[config.mk]
export PLATFORM = sky130hd
export DESIGN_NAME = flat_json_object_scanner_unit
export DESIGN_NICKNAME = d
export VERILOG_FILES = /design/src/sv/fjos_pkg.sv /design/src/sv/fjos_out_queue.sv /design/src/sv/flat_json_object_scanner_unit.sv
export SDC_FILE = /design/constraint.sdc
export NUM_CORES = 1
export LEC_CHECK = 0
export CAP_MARGIN = 20
export CORE_UTILIZATION = 30
export CTS_CLUSTER_DIAMETER = 60
export DETAILED_ROUTE_END_ITERATION = 10
export DONT_BUFFER_PORTS = 1
export MAX_ROUTING_LAYER = met4
export PLACE_DENSITY = 0.49
export SLEW_MARGIN = 15
export SYNTH_ARGS = -nofsm -noshare
export SYNTH_HDL_FRONTEND = slang
export SYNTH_SLANG_ARGS = --single-unit
export TNS_END_PERCENT = 1
[constraint.sdc]
create_clock -name clk -period 7.02 [get_ports clk]
set_clock_uncertainty 0.05 [all_clocks]
set_input_delay 0.351 -clock clk [delete_from_list [all_inputs] [get_ports clk]]
set_output_delay 0.351 -clock clk [all_outputs]
set_load 0.1 [all_outputs]
[src/sv/fjos_pkg.sv]
// Package for the flat JSON object scanner: event codes, result type,
// character constants and byte classification functions.
// Depends on nothing; used by every other file of the scanner.
package fjos_pkg;

  // Defaults for the length and nesting limits.
  localparam int MAX_VALUE_LEN_DEF = 255;
  localparam int MAX_NAME_LEN_DEF  = 255;
  localparam int MAX_DEPTH_DEF     = 255;

  // Structural characters.
  localparam logic [7:0] CH_LBRACE = 8'h7B;
  localparam logic [7:0] CH_RBRACE = 8'h7D;
  localparam logic [7:0] CH_LBRACK = 8'h5B;
  localparam logic [7:0] CH_RBRACK = 8'h5D;
  localparam logic [7:0] CH_COLON  = 8'h3A;
  localparam logic [7:0] CH_COMMA  = 8'h2C;
  localparam logic [7:0] CH_QUOTE  = 8'h22;

  // Command codes.
  localparam logic CMD_BYTE    = 1'b0;
  localparam logic CMD_RESTART = 1'b1;

  typedef enum logic [2:0] {
    EV_NAME   = 3'd0,
    EV_VALUE  = 3'd1,
    EV_COMMIT = 3'd2,
    EV_DONE   = 3'd3,
    EV_ABORT  = 3'd4
  } ev_kind_t;

  typedef struct packed {
    ev_kind_t   kind;
    logic [7:0] ch;
  } result_t;

  function automatic logic is_space(input logic [7:0] c);
    return c inside {[8'h09:8'h0D], 8'h20};
  endfunction

  function automatic logic is_digit(input logic [7:0] c);
    return c inside {[8'h30:8'h39]};
  endfunction

  function automatic logic is_punct(input logic [7:0] c);
    return c inside {[8'h21:8'h2F], [8'h3A:8'h40], [8'h5B:8'h60], [8'h7B:8'h7E]};
  endfunction

endpackage

[src/sv/fjos_out_queue.sv]
// Two-entry result queue that sits between the scanner and its consumer.
// Depends on fjos_pkg for the result type.
module fjos_out_queue
  import fjos_pkg::*;
(
  input  logic    clk,
  input  logic    rst,
  input  logic    push,
  input  result_t push_data,
  output logic    full,
  output logic    out_valid,
  input  logic    out_ready,
  output result_t out_data
);

  result_t    head;
  result_t    tail;
  logic [1:0] count;
  logic       pop;

  assign pop       = out_valid && out_ready;
  assign out_valid = (count != 2'd0);
  assign full      = (count == 2'd2);
  assign out_data  = head;

  always_ff @(posedge clk) begin
    if (rst) begin
      count <= 2'd0;
    end else begin
      count <= count + {1'b0, push} - {1'b0, pop};
    end
  end

  // A push never meets a full queue, since the producer waits on full.
  always_ff @(posedge clk) begin
    if (pop && count == 2'd2) begin
      head <= tail;
    end else if (push && (count == 2'd0 || (count == 2'd1 && pop))) begin
      head <= push_data;
    end
    if (push && ((count == 2'd1 && !pop) || (count == 2'd2 && pop))) begin
      tail <= push_data;
    end
  end

endmodule

[src/sv/flat_json_object_scanner_unit.sv]
// Top level of the flat JSON object scanner: parser state machine and counters.
// Depends on fjos_pkg and fjos_out_queue.
//
//   Channel  Handshake            Payload                Direction
//   -------  -------------------  ---------------------  ---------
//   input    in_valid / in_ready  command, byte_in       to block
//   output   out_valid/out_ready  event_kind, char_out   from block
//
// Each accepted byte is scanned in the cycle of its transfer; its result, if
// any, goes into a two-entry result queue and is shown from its head. The
// block takes one byte per cycle, and still takes a byte while one result
// waits; in_ready drops only when both entries are held.
// Reset (rst, synchronous, active high) puts the parser in its begin state,
// clears the counters and empties the queue.
module flat_json_object_scanner_unit
  import fjos_pkg::*;
#(
  parameter int MAX_VALUE_LEN = MAX_VALUE_LEN_DEF,
  parameter int MAX_NAME_LEN  = MAX_NAME_LEN_DEF,
  parameter int MAX_DEPTH     = MAX_DEPTH_DEF
) (
  input  logic       clk,
  input  logic       rst,
  input  logic       in_valid,
  output logic       in_ready,
  input  logic       command,
  input  logic [7:0] byte_in,
  output logic       out_valid,
  input  logic       out_ready,
  output logic [2:0] event_kind,
  output logic [7:0] char_out
);

  // Counter widths follow from the limits: each counter must hold the limit.
  localparam int VW = $clog2(MAX_VALUE_LEN + 1);
  localparam int NW = $clog2(MAX_NAME_LEN + 1);
  localparam int DW = $clog2(MAX_DEPTH + 1);

  typedef enum logic [3:0] {
    ST_BEGIN  = 4'd0,
    ST_NAME   = 4'd1,
    ST_COLON  = 4'd2,
    ST_DETECT = 4'd3,
    ST_INT    = 4'd4,
    ST_STRING = 4'd5,
    ST_OBJECT = 4'd6,
    ST_ARRAY  = 4'd7,
    ST_ENDING = 4'd8,
    ST_DONE   = 4'd9
  } scan_state_t;

  // quote_depth counts quotes while in a name, and bracket or brace depth
  // while inside a nested value.
  scan_state_t   scan_state, scan_state_next;
  logic [DW-1:0] quote_depth, quote_depth_next;
  logic [VW-1:0] value_length, value_length_next;
  logic [NW-1:0] name_length, name_length_next;

  logic    accept;
  logic    queue_full;
  logic    res_valid;
  result_t res;
  result_t head;

  // Helper flags raised by the state decode and resolved below it.
  logic vchar;     // byte is a value character (counted, may overflow)
  logic do_end;    // byte is handled by the value-ending rules
  logic do_abort;  // syntax error or limit exceeded

  assign in_ready = !queue_full;
  assign accept   = in_valid && in_ready;

  always_comb begin
    scan_state_next   = scan_state;
    quote_depth_next  = quote_depth;
    value_length_next = value_length;
    name_length_next  = name_length;
    res_valid         = 1'b0;
    res.kind          = EV_NAME;
    res.ch            = 8'h00;
    vchar             = 1'b0;
    do_end            = 1'b0;
    do_abort          = 1'b0;

    case (scan_state)
      ST_NAME: begin
        if (is_space(byte_in)) begin
          // Spaces are dropped, even inside the quotes of a name.
        end else if (byte_in == CH_QUOTE) begin
          if (quote_depth[0]) begin
            // Closing quote: an empty name is an error.
            if (name_length == '0) begin
              do_abort = 1'b1;
            end else begin
              quote_depth_next = '0;
              scan_state_next  = ST_COLON;
            end
          end else begin
            quote_depth_next = quote_depth + DW'(1);
          end
        end else if (is_punct(byte_in) || quote_depth != DW'(1)) begin
          do_abort = 1'b1;
        end else if (name_length >= NW'(MAX_NAME_LEN)) begin
          do_abort = 1'b1;
        end else begin
          name_length_next = name_length + NW'(1);
          res_valid        = 1'b1;
          res.kind         = EV_NAME;
          res.ch           = byte_in;
        end
      end
      ST_COLON: begin
        if (is_space(byte_in)) begin
        end else if (byte_in == CH_COLON) begin
          scan_state_next = ST_DETECT;
        end else begin
          do_abort = 1'b1;
        end
      end
      ST_DETECT: begin
        if (is_space(byte_in)) begin
        end else if (byte_in == CH_QUOTE) begin
          scan_state_next  = ST_STRING;
          quote_depth_next = DW'(1);
        end else if (byte_in == CH_LBRACE || byte_in == CH_LBRACK) begin
          scan_state_next  = (byte_in == CH_LBRACE) ? ST_OBJECT : ST_ARRAY;
          quote_depth_next = DW'(1);
          vchar            = 1'b1;
        end else if (is_digit(byte_in)) begin
          scan_state_next = ST_INT;
          vchar           = 1'b1;
        end else begin
          do_abort = 1'b1;
        end
      end
      ST_INT: begin
        if (is_space(byte_in)) begin
        end else if (is_digit(byte_in)) begin
          vchar = 1'b1;
        end else begin
          do_end = 1'b1;
        end
      end
      ST_STRING: begin
        // No escapes: the first quote closes the string, spaces are kept.
        if (byte_in == CH_QUOTE) begin
          quote_depth_next = '0;
          scan_state_next  = ST_ENDING;
        end else begin
          vchar = 1'b1;
        end
      end
      ST_OBJECT, ST_ARRAY: begin
        // Only the value's own kind of bracket changes the depth.
        if (is_space(byte_in)) begin
        end else if ((scan_state == ST_OBJECT && byte_in == CH_LBRACE) ||
                     (scan_state == ST_ARRAY && byte_in == CH_LBRACK)) begin
          if (quote_depth >= DW'(MAX_DEPTH)) begin
            do_abort = 1'b1;
          end else begin
            quote_depth_next = quote_depth + DW'(1);
            vchar            = 1'b1;
          end
        end else if ((scan_state == ST_OBJECT && byte_in == CH_RBRACE) ||
                     (scan_state == ST_ARRAY && byte_in == CH_RBRACK)) begin
          vchar = 1'b1;
          if (quote_depth <= DW'(1)) begin
            quote_depth_next = '0;
            scan_state_next  = ST_ENDING;
          end else begin
            quote_depth_next = quote_depth - DW'(1);
          end
        end else begin
          vchar = 1'b1;
        end
      end
      ST_ENDING: begin
        do_end = 1'b1;
      end
      ST_DONE: begin
        // Everything after the closing brace waits for a restart.
      end
      default: begin
        // Begin state: only an opening brace starts an object.
        if (byte_in == CH_LBRACE) begin
          scan_state_next   = ST_NAME;
          quote_depth_next  = '0;
          value_length_next = '0;
          name_length_next  = '0;
        end
      end
    endcase

    // Value ending: a comma commits the pair, a closing brace ends the object.
    if (do_end && !is_space(byte_in)) begin
      if ((byte_in == CH_COMMA || byte_in == CH_RBRACE) && value_length != '0) begin
        value_length_next = '0;
        name_length_next  = '0;
        quote_depth_next  = '0;
        scan_state_next   = (byte_in == CH_COMMA) ? ST_NAME : ST_DONE;
        res_valid         = 1'b1;
        res.kind          = (byte_in == CH_COMMA) ? EV_COMMIT : EV_DONE;
      end else begin
        do_abort = 1'b1;
      end
    end

    // Value character: counted against the value length limit.
    if (vchar) begin
      if (value_length >= VW'(MAX_VALUE_LEN)) begin
        do_abort = 1'b1;
      end else begin
        value_length_next = value_length + VW'(1);
        res_valid         = 1'b1;
        res.kind          = EV_VALUE;
        res.ch            = byte_in;
      end
    end

    // An abort overrides every update above it and tells downstream to drop
    // the object.
    if (do_abort) begin
      scan_state_next   = ST_BEGIN;
      quote_depth_next  = '0;
      value_length_next = '0;
      name_length_next  = '0;
      res_valid         = 1'b1;
      res.kind          = EV_ABORT;
      res.ch            = 8'h00;
    end

    // A restart command clears everything and gives no result.
    if (command == CMD_RESTART) begin
      scan_state_next   = ST_BEGIN;
      quote_depth_next  = '0;
      value_length_next = '0;
      name_length_next  = '0;
      res_valid         = 1'b0;
    end
  end

  always_ff @(posedge clk) begin
    if (rst) begin
      scan_state   <= ST_BEGIN;
      quote_depth  <= '0;
      value_length <= '0;
      name_length  <= '0;
    end else if (accept) begin
      scan_state   <= scan_state_next;
      quote_depth  <= quote_depth_next;
      value_length <= value_length_next;
      name_length  <= name_length_next;
    end
  end

  fjos_out_queue u_queue (
    .clk       (clk),
    .rst       (rst),
    .push      (accept && res_valid),
    .push_data (res),
    .full      (queue_full),
    .out_valid (out_valid),
    .out_ready (out_ready),
    .out_data  (head)
  );

  assign event_kind = head.kind;
  assign char_out   = head.ch;

endmodule

==> flow_summary.toml <==
[sta]
rsz0062_at_grt = "false"
slew_headroom_pct = 26.5
finalHoldViolations = 0
max_freq_ghz = 0.235
finalSetupViolations = 0
final_max_slew_viol_count = 0
tightest_slew_ns = 1.10
fin_tns_setup_ns = 0
fin_crit_sh_pct = 60.5
min_period_ns = 4.25

[routing]
routed_wl_microns = 13200
drc = 0
wl_per_cell_microns = 19.3
vias_per_cell = 5.96
drt_pass1_iterations = 5
drt_iter0_drc = 372
ant_nets = 0
via_count = 4074

[synth]
yosys.area.top_type = "edfxtp_1"
ys_seq_elements = 52
synth.area.mux_share_pct = 3.19
synth_top_family_by_area = "simple AND/OR/NAND/NOR gates"
ys.flop_type = "dfxtp_1"
yosys.area.top_type_share_pct = 15.9
synthAdderAreaFrac_pct = 2.70
synth_edf_count = 22
syn_inst = 531
synthSimpleGateAreaFrac_pct = 32.5
yosys-top-cells-area = "edfxtp_1 16%, dfxtp_1 14%, nand2_1 5.0%"
synth_cell_types = 78
syn_nets = 553
synth_compound_area_share_pct = 24.1
synth_xor_xnor_area_share_pct = 1.68
async_flop_share_pct = 0
syn_avg_cell_area_sq_um = 7.84
seq_area_frac_synth_pct = 30.3
yosys_warnings = 0
syn_area_sq_mm = 0.00416

[hold_path]
worst_hold_path.num_cells = 1
whs_endpoint = "scan_state[2]$_SDFFE_PP0P_"
min_path_type = "in -> reg"
hold_start = "rst"

[floorplan]
die_h_microns = 120
dieWidth_microns = 120
rows = 42
die-area_sq_mm = 0.0144
coreArea_sq_mm = 0.0134
start_util_pct = 31.1
io_pins = 26

[cells_and_area]
fill_cells = 1440
regArea_sq_mm = 0.00126
multi_input_area_sq_mm = 0.00267
antenna_cells = 0
drive_gt1_share_pct = 7.09
syn2layout_area_growth_pct = 5.98
mostFrequentLayoutCells = "56 x nand2_1, 39 x nor2_1, 30 x dfxtp_1"
design_area_sq_mm = 0.00441
final_nets = 529
layout.cells.most_common = "nand2_1"

[critical_path]
crit_fanout = 22
worst-setup-path-type = "reg -> reg"
ff2ff_setup_slack_ns = 2.77
crit_required_ns = 7.17
rr_worst_depth = 11
cp.arrival_ns = 4.40
timing.rr.start = "scan_state[1]$_SDFFE_PP0P_"
reg2reg_to = "u_queue.count[1]$_SDFF_PP0_"
crit_path_end_kind = "flop"
crit_path_start_kind = "flop"

[placed_design]
port_buffers = 0
routabilityCongestion = 0.912
placed_area_sq_mm = 0.00427
dp_hpwl_microns = 9870

[run]
drv_cap = 0

[power]
power.density_mw_per_mm2 = 138
ir_drop_mv = 0.0820
cellLeakagePower_nw = 1.47

[global_route]
grt_start_max_net_pins = 23
grtUsageTotal_pct = 19.3
grt_pass1_vias = 3769
grt_pass1_wl_microns = 21100
antenna_found_initial = 0
grt-ovfl-total = 0

[clock_tree]
cts_resized = 0
insertion_delay_ns = 0.31
postCtsSetupRepairBufs = 0
cts_buffer_depth = 2
path_clk_slew_ns = 0.08
cts_tree = "built"
cts_root_buffer = "clkbuf_16"
cts_hold_buffers = 0
clock_sinks = 52
h-tree-depth = 2
cts_made_buffers = 5

[status]
outcome = "complete, no violations"
[flip-flops by register name, indices dropped and copies added, names as in the netlist]
name              cells
u_queue.count         2
scan_state            4
value_length          8
name_length           8
u_queue.out_data     11
quote_depth           8
u_queue.tail         11
[cell type report]
class / count / share of cell area (%)
Multi-Input combinational cell: 421 / 60.5
Sequential cell: 52 / 28.6
Tap cell: 176 / 4.99
Clock buffer: 5 / 2.84
Inverter: 23 / 1.96
Timing Repair Buffer: 4 / 0.680
Clock inverter: 3 / 0.454
[critical path, stage by stage, from the launching register on]
cell      delay (ns)
dfxtp_1         0.75
nand3b_1        0.41
nor4_4          0.61
nand3_1         0.32
a311o_1         0.57
o31ai_1         0.53
ha_1            0.33
inv_1           0.07
ha_1            0.15
xor2_1          0.17
xnor2_1         0.13
nor2_1          0.05
[how the worst max path moves through the flow]
stage	start	endpoint	slack, ns	cells past startpoint
floorplan	scan_state[2]$_SDFFE_PP0P_	u_queue.out_data[0]$_DFFE_PP_	3.47	10
global placement	scan_state[1]$_SDFFE_PP0P_	u_queue.count[1]$_SDFF_PP0_	2.96	11
detailed placement	scan_state[1]$_SDFFE_PP0P_	u_queue.tail[4]$_DFFE_PP_	2.84	7
CTS	scan_state[1]$_SDFFE_PP0P_	u_queue.count[1]$_SDFF_PP0_	2.79	11
global route	scan_state[1]$_SDFFE_PP0P_	u_queue.tail[3]$_DFFE_PP_	2.48	7
finish	scan_state[1]$_SDFFE_PP0P_	u_queue.count[1]$_SDFF_PP0_	2.77	11
[cells by family (layout without fill, tap and decap cells)]
| logic type | count (synthesis) | count (layout) |
|---|---|---|
| mux | 12 | 12 |
| fa+ha+maj | 9 | 9 |
| simple gates | 242 | 242 |
| buf+inv | 58 | 35 |
| flops | 52 | 52 |
| compound gates | 150 | 150 |
| xor+xnor | 8 | 8 |
[where the power goes]
group	leakage (nW)	total [mW]	switching [mW]	internal [mW]
clock	0.0745	0.259	0.126	0.134
sequential	0.443	0.318	0.00503	0.313
combinational	0.949	0.0327	0.0224	0.0103
total	1.47	0.610	0.153	0.457
[Yosys cell counts, types with 6 or more instances]
cell       n
nand2_1   56
nor2_1    39
dfxtp_1   30
a21oi_1   28
nand3_1   26
o21ai_0   26
clkbuf_1  25
inv_1     23
edfxtp_1  22
nor3_1    18
nand4_1   14
and2_1    13
o21ai_1   12
a31oi_1   11
mux2_2    10
or3_1     10
ha_1       9
and3_1     7
o22ai_1    7
a22oi_1    6
buf_2      6
o211ai_1   6
xnor2_1    6
[stage by stage]
stage | power, mW | setup slack (ns) | utilization (%) | instances | hold slack (ns)
after floorplan | 0.353 | 3.47 | - | 531 | 0.402
after CTS | 0.617 | 2.79 | 32.9 | 684 | 0.0506
after global placement | 0.358 | 2.96 | 31.8 | 676 | 0.377
final | 0.610 | 2.77 | 32.9 | 684 | 0.0570
after detailed placement | 0.358 | 2.84 | 31.8 | 676 | 0.380
after global routing | 0.632 | 2.48 | 32.9 | 684 | 0.0493
[metal layers]
| layer | global-route usage [%] | wire [microns] |
|---|---|---|
| met1 | 24.7 | 6020 |
| met2 | 30.8 | 6260 |
| met3 | 2.99 | 693 |
| met4 | 7.03 | 258 |
| met5 | - | 0 |
Power figures use the tool's default switching activity.
